--- config.mk ---
export PLATFORM = sky130hd
export DESIGN_NAME = atom_pair_clash_counter
export DESIGN_NICKNAME = d
export VERILOG_FILES = /design/src/rtl/core/apcc_pkg.sv /design/src/rtl/core/atom_pair_clash_counter.sv /design/src/rtl/core/apcc_regs.sv
export SDC_FILE = /design/constraint.sdc
export NUM_CORES = 2
export LEC_CHECK = 0
export BUFFER_PORTS_ARGS = -buffer_cell sky130_fd_sc_hd__clkbuf_2
export CAP_MARGIN = 5
export CORE_ASPECT_RATIO = 1.4
export CORE_MARGIN = 3
export CORE_UTILIZATION = 35
export DETAILED_ROUTE_END_ITERATION = 10
export HOLD_SLACK_MARGIN = 0.02
export SLEW_MARGIN = 25
export SYNTH_ARGS = -nofsm -noshare
export SYNTH_HDL_FRONTEND = slang
export SYNTH_SLANG_ARGS = --single-unit
export TNS_END_PERCENT = 100
--- constraint.sdc ---
create_clock -name clk_i -period 9.2 [get_ports clk_i]
set_clock_uncertainty 0.15 [all_clocks]
set_input_delay 0.46 -clock clk_i [delete_from_list [all_inputs] [get_ports clk_i]]
set_output_delay 0.46 -clock clk_i [all_outputs]
set_load 0.03 [all_outputs]
--- src/rtl/core/apcc_pkg.sv ---
package apcc_pkg;

  typedef enum logic [2:0] {
    ELEM_C     = 3'd0,
    ELEM_O     = 3'd1,
    ELEM_N     = 3'd2,
    ELEM_H     = 3'd3,
    ELEM_OTHER = 3'd4
  } elem_e;

  typedef enum logic [1:0] {
    REG_RADII_LOW  = 2'd0,
    REG_RADII_MID  = 2'd1,
    REG_RADII_HIGH = 2'd2,
    REG_MIN_SEP    = 2'd3
  } reg_idx_e;

  localparam int unsigned RadiusW   = 16;
  localparam int unsigned NumLanes  = 10;
  localparam int unsigned LaneW     = 4;
  localparam int unsigned SepW      = 8;
  localparam int unsigned ElemW     = 3;
  localparam int unsigned TotalW    = 32;
  localparam int unsigned ApbDataW  = 64;
  localparam int unsigned ApbAddrW  = 5;

  localparam logic [63:0] RadiiLowRst  = 64'h0233_02CD_02B3_0300;
  localparam logic [63:0] RadiiMidRst  = 64'h029A_0233_029A_02B3;
  localparam logic [31:0] RadiiHighRst = 32'h01E6_0233;
  localparam logic [7:0]  MinSepRst    = 8'd3;

  // symmetric element pair -> radius lane
  localparam logic [LaneW-1:0] LaneOfPair [4][4] = '{
    '{4'd0, 4'd1, 4'd2, 4'd3},
    '{4'd1, 4'd4, 4'd5, 4'd6},
    '{4'd2, 4'd5, 4'd7, 4'd8},
    '{4'd3, 4'd6, 4'd8, 4'd9}
  };

  typedef struct packed {
    logic [31:0]     radii_high;
    logic [63:0]     radii_mid;
    logic [63:0]     radii_low;
    logic [SepW-1:0] min_sep;
  } cfg_t;

endpackage

--- src/rtl/core/atom_pair_clash_counter.sv ---
// Channel  | Direction | Handshake                | Payload
// ---------+-----------+--------------------------+----------------------------------------
// in       | input     | in_valid_i / in_ready_o  | coords, elements, bond_separation, final
// out      | output    | out_valid_o / out_ready_i| clash, clash_total, unknown, total_done
// cfg      | input     | APB psel/penable/pready  | four registers at byte address 8*i
//
// One beat per cycle while the output is taken; a result passes the s1, s2 and output registers.
// Stages: diff/radius lookup, three coordinate squares plus radius square, then
// sum-compare and count update into the output register.
// All stages advance together when the output register is empty or being taken.
// Reset is asynchronous, active low; counter and config return to defaults.
module atom_pair_clash_counter #(
  parameter int unsigned COORD_BITS = 16,
  parameter int unsigned COUNT_BITS = 32
) (
  input  logic                              clk_i,
  input  logic                              rst_ni,

  input  logic                              in_valid_i,
  output logic                              in_ready_o,
  input  logic signed [COORD_BITS-1:0]      first_x_i,
  input  logic signed [COORD_BITS-1:0]      first_y_i,
  input  logic signed [COORD_BITS-1:0]      first_z_i,
  input  logic signed [COORD_BITS-1:0]      second_x_i,
  input  logic signed [COORD_BITS-1:0]      second_y_i,
  input  logic signed [COORD_BITS-1:0]      second_z_i,
  input  logic [apcc_pkg::ElemW-1:0]        first_element_i,
  input  logic [apcc_pkg::ElemW-1:0]        second_element_i,
  input  logic [apcc_pkg::SepW-1:0]         bond_separation_i,
  input  logic                              final_pair_i,

  output logic                              out_valid_o,
  input  logic                              out_ready_i,
  output logic                              clash_o,
  output logic [apcc_pkg::TotalW-1:0]       clash_total_o,
  output logic                              unknown_element_o,
  output logic                              total_done_o,

  input  logic                              psel,
  input  logic                              penable,
  input  logic                              pwrite,
  input  logic [apcc_pkg::ApbAddrW-1:0]     paddr,
  input  logic [apcc_pkg::ApbDataW-1:0]     pwdata,
  output logic [apcc_pkg::ApbDataW-1:0]     prdata,
  output logic                              pready
);

  localparam int unsigned DiffW = COORD_BITS + 1;
  localparam int unsigned SqW   = 2 * DiffW;
  localparam int unsigned SumW  = (SqW + 2 > 32) ? SqW + 2 : 32;
  localparam int unsigned ExtW  = (COUNT_BITS > apcc_pkg::TotalW) ? COUNT_BITS
                                                                   : apcc_pkg::TotalW;
  localparam int unsigned TableW = apcc_pkg::NumLanes * apcc_pkg::RadiusW;

  apcc_pkg::cfg_t cfg;

  apcc_regs u_regs (
    .clk_i   (clk_i),
    .rst_ni  (rst_ni),
    .psel    (psel),
    .penable (penable),
    .pwrite  (pwrite),
    .paddr   (paddr),
    .pwdata  (pwdata),
    .prdata  (prdata),
    .pready  (pready),
    .cfg_o   (cfg)
  );

  logic advance;
  assign advance    = !out_valid_o || out_ready_i;
  assign in_ready_o = advance;

  // ---------------- stage 1: differences and radius lookup
  logic                          unknown_in, check_in;
  logic [apcc_pkg::LaneW-1:0]    lane_in;
  logic [TableW-1:0]             radii_table;
  logic [apcc_pkg::RadiusW-1:0]  radius_in;
  logic signed [DiffW-1:0]       dx_in, dy_in, dz_in;

  assign unknown_in = (first_element_i  > apcc_pkg::ElemW'(apcc_pkg::ELEM_H)) ||
                      (second_element_i > apcc_pkg::ElemW'(apcc_pkg::ELEM_H));
  assign check_in   = !unknown_in && (bond_separation_i > cfg.min_sep);
  assign lane_in    = apcc_pkg::LaneOfPair[first_element_i[1:0]][second_element_i[1:0]];
  assign radii_table = {cfg.radii_high, cfg.radii_mid, cfg.radii_low};
  assign radius_in  = radii_table[lane_in * apcc_pkg::RadiusW +: apcc_pkg::RadiusW];

  assign dx_in = DiffW'(first_x_i) - DiffW'(second_x_i);
  assign dy_in = DiffW'(first_y_i) - DiffW'(second_y_i);
  assign dz_in = DiffW'(first_z_i) - DiffW'(second_z_i);

  logic                          s1_valid_q;
  logic signed [DiffW-1:0]       s1_dx_q, s1_dy_q, s1_dz_q;
  logic [apcc_pkg::RadiusW-1:0]  s1_radius_q;
  logic                          s1_check_q, s1_unknown_q, s1_last_q;

  always_ff @(posedge clk_i or negedge rst_ni) begin
    if (!rst_ni) begin
      s1_valid_q <= 1'b0;
    end else if (advance) begin
      s1_valid_q <= in_valid_i;
    end
  end

  always_ff @(posedge clk_i) begin
    if (advance) begin
      s1_dx_q      <= dx_in;
      s1_dy_q      <= dy_in;
      s1_dz_q      <= dz_in;
      s1_radius_q  <= radius_in;
      s1_check_q   <= check_in;
      s1_unknown_q <= unknown_in;
      s1_last_q    <= final_pair_i;
    end
  end

  // ---------------- stage 2: squares
  logic [DiffW-1:0] ax, ay, az;
  assign ax = s1_dx_q[DiffW-1] ? DiffW'(-s1_dx_q) : DiffW'(s1_dx_q);
  assign ay = s1_dy_q[DiffW-1] ? DiffW'(-s1_dy_q) : DiffW'(s1_dy_q);
  assign az = s1_dz_q[DiffW-1] ? DiffW'(-s1_dz_q) : DiffW'(s1_dz_q);

  logic              s2_valid_q;
  logic [SqW-1:0]    s2_sqx_q, s2_sqy_q, s2_sqz_q;
  logic [31:0]       s2_r2_q;
  logic              s2_check_q, s2_unknown_q, s2_last_q;

  always_ff @(posedge clk_i or negedge rst_ni) begin
    if (!rst_ni) begin
      s2_valid_q <= 1'b0;
    end else if (advance) begin
      s2_valid_q <= s1_valid_q;
    end
  end

  always_ff @(posedge clk_i) begin
    if (advance) begin
      s2_sqx_q     <= SqW'(ax) * SqW'(ax);
      s2_sqy_q     <= SqW'(ay) * SqW'(ay);
      s2_sqz_q     <= SqW'(az) * SqW'(az);
      s2_r2_q      <= 32'(s1_radius_q) * 32'(s1_radius_q);
      s2_check_q   <= s1_check_q;
      s2_unknown_q <= s1_unknown_q;
      s2_last_q    <= s1_last_q;
    end
  end

  // ---------------- stage 3: compare, count, output register
  logic [SumW-1:0]       d2_sum;
  logic                  clash_d;
  logic [COUNT_BITS-1:0] cnt_q, cnt_new;
  logic [ExtW-1:0]       cnt_ext;
  logic                  s2_take;

  assign d2_sum  = SumW'(s2_sqx_q) + SumW'(s2_sqy_q) + SumW'(s2_sqz_q);
  assign clash_d = s2_check_q && (d2_sum < SumW'(s2_r2_q));
  assign cnt_new = (clash_d && (cnt_q != {COUNT_BITS{1'b1}})) ? cnt_q + 1'b1 : cnt_q;
  assign cnt_ext = ExtW'(cnt_new);
  assign s2_take = s2_valid_q && advance;

  always_ff @(posedge clk_i or negedge rst_ni) begin
    if (!rst_ni) begin
      out_valid_o <= 1'b0;
      cnt_q       <= '0;
    end else begin
      if (advance) begin
        out_valid_o <= s2_valid_q;
      end
      if (s2_take) begin
        cnt_q <= s2_last_q ? '0 : cnt_new;
      end
    end
  end

  always_ff @(posedge clk_i) begin
    if (s2_take) begin
      clash_o           <= clash_d;
      clash_total_o     <= cnt_ext[apcc_pkg::TotalW-1:0];
      unknown_element_o <= s2_unknown_q;
      total_done_o      <= s2_last_q;
    end
  end

  // ---------------- checks
  a_unknown_never_clash: assert property (@(posedge clk_i) disable iff (!rst_ni)
    out_valid_o && unknown_element_o |-> !clash_o)
    else $error("clash flagged on a pair with an unknown element");

  a_final_clears_count: assert property (@(posedge clk_i) disable iff (!rst_ni)
    s2_take && s2_last_q |=> cnt_q == '0)
    else $error("count not cleared after final pair");

  a_count_moves_on_clash_only: assert property (@(posedge clk_i) disable iff (!rst_ni)
    s2_take && !clash_d && !s2_last_q |=> $stable(cnt_q))
    else $error("count changed without a clash");

  a_ready_follows_output: assert property (@(posedge clk_i) disable iff (!rst_ni)
    in_ready_o == (!out_valid_o || out_ready_i))
    else $error("input ready out of step with output register");

endmodule

--- src/rtl/core/apcc_regs.sv ---
module apcc_regs (
  input  logic                              clk_i,
  input  logic                              rst_ni,
  input  logic                              psel,
  input  logic                              penable,
  input  logic                              pwrite,
  input  logic [apcc_pkg::ApbAddrW-1:0]     paddr,
  input  logic [apcc_pkg::ApbDataW-1:0]     pwdata,
  output logic [apcc_pkg::ApbDataW-1:0]     prdata,
  output logic                              pready,
  output apcc_pkg::cfg_t                    cfg_o
);

  apcc_pkg::cfg_t     cfg_q, cfg_d;
  apcc_pkg::reg_idx_e idx;
  logic               wr_en;

  assign pready = 1'b1;
  assign idx    = apcc_pkg::reg_idx_e'(paddr[4:3]);
  assign wr_en  = psel & penable & pwrite & pready;

  always_comb begin
    cfg_d = cfg_q;
    if (wr_en) begin
      unique case (idx)
        apcc_pkg::REG_RADII_LOW:  cfg_d.radii_low  = pwdata;
        apcc_pkg::REG_RADII_MID:  cfg_d.radii_mid  = pwdata;
        apcc_pkg::REG_RADII_HIGH: cfg_d.radii_high = pwdata[31:0];
        apcc_pkg::REG_MIN_SEP:    cfg_d.min_sep    = pwdata[apcc_pkg::SepW-1:0];
        default:                  cfg_d = cfg_q;
      endcase
    end
  end

  always_comb begin
    unique case (idx)
      apcc_pkg::REG_RADII_LOW:  prdata = cfg_q.radii_low;
      apcc_pkg::REG_RADII_MID:  prdata = cfg_q.radii_mid;
      apcc_pkg::REG_RADII_HIGH: prdata = {32'd0, cfg_q.radii_high};
      apcc_pkg::REG_MIN_SEP:    prdata = {{(apcc_pkg::ApbDataW-apcc_pkg::SepW){1'b0}},
                                          cfg_q.min_sep};
      default:                  prdata = '0;
    endcase
  end

  always_ff @(posedge clk_i or negedge rst_ni) begin
    if (!rst_ni) begin
      cfg_q.radii_low  <= apcc_pkg::RadiiLowRst;
      cfg_q.radii_mid  <= apcc_pkg::RadiiMidRst;
      cfg_q.radii_high <= apcc_pkg::RadiiHighRst;
      cfg_q.min_sep    <= apcc_pkg::MinSepRst;
    end else begin
      cfg_q <= cfg_d;
    end
  end

  assign cfg_o = cfg_q;

endmodule
==> impl_metrics.toml <==
[global_route]
antenna_found_initial = 9
globalRoute.totalOverflow = 0
globalRouteTotalUtil_pct = 17.7
number_of_global_route_vias_before_repair = 44405
grt_first_pass_wirelength_mm = 234
grt_max_degree = 143

[yosys]
synth_edf_count = 238
synthesis.area_per_instance_um2 = 9.68
ys_seq_area_share_pct = 21.9
synth-main-ff-cell = "edfxtp_1"
ys.warnings.count = 0
postSynthCellCount = 5791
synth-seq-cells = 441
synthArstFlopShare_pct = 46.0
number_of_unique_standard_cell_types_used_by_synthesis = 89
mappedNetlistArea_um2 = 56000

[placed_design]
dpl.hpwl_mm = 116
numPortBuffers = 284
gpl.final_weighted_congestion = 0.885
placed_cells = 8152

[route]
postRouteAntennaNets = 0
drt_drc_violations_left = 0
drt-pass1-iter-count = 8
routed-via-count = 41073
initialDrtViolationCount = 1813
routedWlPerCell_um = 17.2
drt_wl_total_mm = 143
post_drt_via_cell_ratio = 4.93

[cts]
clock_tree.buffer_depth = 3
root_buffer_selected_by_cts = "clkbuf_16"
worstSkewPairLatency_ns = 0.71
cts_tree = "yes"
cts-htree-levels = 2
numClockSinks = 441
cts_inserted_buffers = 52
cts.reportedPaths.clkPinSlew_ns = 0.06
post-cts-setup-buffers = 0

[outcome]
status = "completed"

[timing]
max_freq_ghz = 0.115
tns_ns = 0
final.period_utilization_pct = 94.9
worst_hold_slack_ns = 0.0579
post-route-min-period_ns = 8.73
setup_viol_count_final = 0
timing.max_slew.rel_slack_pct = 37.6
final-hold-violation-count = 0
tightestPinTransition_ns = 0.936
rsz_0062_raised_after_global_routing = "false"
final_report_max_slew_violation_count = 0

[layout]
layoutNonFillerInstCount = 8323
fin_util_pct = 39.7
drive_above_1_share_pct = 12.4
leading_cell_types_in_the_layout_fill_and_taps_excluded = "1,231 x inv_1, 774 x fa_1, 589 x nand2_1"
nNetsFinal = 7677
fillerInstances = 15786
area_delta_synth_final_pct = 12.5
layout.cells.most_common = "inv_1"

[worst_setup_path]
startpoint_type = "flip-flop"
ws_path_type = "reg -> reg"
critical_path.max_fanout = 6
type_of_element_capturing_the_critical_path = "flip-flop"
critical_path_required_ns = 9.46
worstPathArrival_ns = 9.00

[die]
total_core_area_um2 = 159000
placement_rows = 173
top_level_ports = 289
fp.dieArea_um2 = 165000
chip_width_um = 344
initial_core_util_pct = 35.3
die_height_um = 479

[run]
drv.max_cap_violation_count = 0

[hold_path]
min-delay-path-class = "in -> reg"
-- Yosys cell counts (9+ instances only) --
cell | instances | area, um2
inv_1 | 1231 | 4620
fa_1 | 774 | 15500
nand2_1 | 589 | 2210
ha_1 | 542 | 6780
nor2_1 | 376 | 1410
edfxtp_1 | 238 | 7150
xnor2_1 | 194 | 1700
mux2_2 | 173 | 1950
a21oi_1 | 154 | 771
o21ai_0 | 152 | 761
dfrtp_1 | 150 | 3750
clkbuf_1 | 135 | 507
nand3_1 | 100 | 500
xor2_1 | 78 | 683
mux2i_1 | 74 | 741
and2_1 | 67 | 419
a21o_1 | 61 | 458
dfstp_2 | 53 | 1390
nor3_1 | 50 | 250
a31oi_1 | 39 | 244
and3_1 | 39 | 244
nand2b_1 | 37 | 231
nor2b_1 | 34 | 213
or3_1 | 31 | 194
o21bai_1 | 28 | 210
nand4_1 | 26 | 163
o21a_1 | 25 | 188
o31ai_1 | 25 | 188
a311oi_1 | 21 | 184
o22ai_1 | 20 | 125
a211oi_1 | 17 | 128
a21boi_0 | 15 | 113
o41ai_1 | 14 | 123
or2_2 | 14 | 87.6
buf_2 | 13 | 65.1
nor4_1 | 13 | 81.3
o31a_1 | 12 | 105
a32oi_1 | 11 | 96.3
o2111ai_1 | 10 | 87.6
a211o_1 | 9 | 78.8
a31o_2 | 9 | 78.8
buf_1 | 9 | 33.8
clkinv_1 | 9 | 33.8
-- critical path: stages, from the launching register on --
cell	delay (ns)
edfxtp_1	0.52
or3_1	0.47
or3_1	0.47
or3_1	0.46
or2_2	0.31
o21ai_1	0.24
xnor2_1	0.28
nand2_1	0.16
fa_1	0.51
fa_1	0.52
fa_1	0.52
inv_1	0.05
fa_1	0.48
fa_1	0.53
inv_1	0.06
fa_1	0.51
inv_1	0.05
ha_1	0.34
a21o_1	0.18
a21o_1	0.17
a21oi_1	0.18
o21ai_0	0.13
a221o_1	0.41
a41oi_2	0.27
a311oi_1	0.13
o21a_1	0.19
nor2_1	0.11
xnor2_1	0.07
-- through the flow --
step | setup WS [ns] | area, um2
after floorplan | 0.378 | 56200
after global placement | 0.460 | 60400
after detailed placement | 0.389 | 60400
after CTS | 0.377 | 63000
after global routing | 0.0595 | 63000
final | 0.467 | 63000
-- layer usage --
layer | track usage, % | vias to the layer above | share of wire [%]
li1 | - | 19312 | -
met2 | 32.4 | 937 | 52
met5 | 0 | - | 0.020
met4 | 6.93 | 4 | 4.2
met1 | 20.9 | 20523 | 39
met3 | 2.13 | 297 | 4.4
-- flip-flops by register name, summed over array words and instances, names as in the netlist --
| name | cells |
|---|---|
| u_regs.cfg_o | 168 |
| s2_sqy_q | 33 |
| s1_dy_q | 17 |
| total_done_o | 1 |
| s1_last_q | 1 |
| s1_valid_q | 1 |
| clash_o | 1 |
| s2_valid_q | 1 |
| s2_unknown_q | 1 |
| s2_last_q | 1 |
| s2_sqz_q | 33 |
| cnt_q | 32 |
| s2_sqx_q | 33 |
| s1_radius_q | 16 |
| s2_check_q | 1 |
| s2_r2_q | 31 |
| s1_dz_q | 17 |
| clash_total_o | 32 |
| s1_check_q | 1 |
| out_valid_o | 1 |
| s1_dx_q | 17 |
| unknown_element_o | 1 |
| s1_unknown_q | 1 |
-- worst paths after layout --
path | cells past startpoint | from | to | slack [ns]
min in group asynchronous | 2 | rst_ni | u_regs.cfg_o[41] | 0.22
min | 3 | second_element_i[2] | s1_unknown_q | 0.06
max reg2reg | 27 | s1_dx_q[0] | s2_sqx_q[32] | 0.47
max | 27 | s1_dx_q[0] | s2_sqx_q[32] | 0.47
min reg2reg | 0 | s1_check_q | s2_check_q | 0.27
max in group asynchronous | 3 | rst_ni | s2_valid_q | 7.31
-- layout make-up --
class / count / area (um2) / area share [%]
antenna: 6 / 15.0 / 0.0238
clock buffer: 57 / 1320 / 2.09
clock inverter: 40 / 557 / 0.884
inverter: 1248 / 4680 / 7.43
multi-input combinational: 3980 / 38600 / 61.3
sequential: 441 / 12300 / 19.5
tap: 2100 / 2630 / 4.17
timing repair buffer: 451 / 2870 / 4.56
-- what timing repair did --
action / CTS / global route
gates resized for setup: 0 / 1
endpoints found under the setup margin: 0 / 1
endpoints found under the hold margin: 225 / 0
hold buffers: 68 / 0
-- logic make-up after synthesis --
kind of cell               count (synthesis)  synth area share (%)
other                                      2                0.0134
muxes                                    255                  5.12
adders and majority gates               1316                  39.8
xor gates and xnor gates                 272                  4.25
DFF                                      441                  21.9
AOI/OAI and AO/OA                        685                  8.11
and+or+nand+nor                         1412                  11.3
buffers and inverters                   1408                  9.49
Power is left out: the tool's default activity adds up to more than one toggle a clock period on the data nets, which glitch-free logic cannot reach.
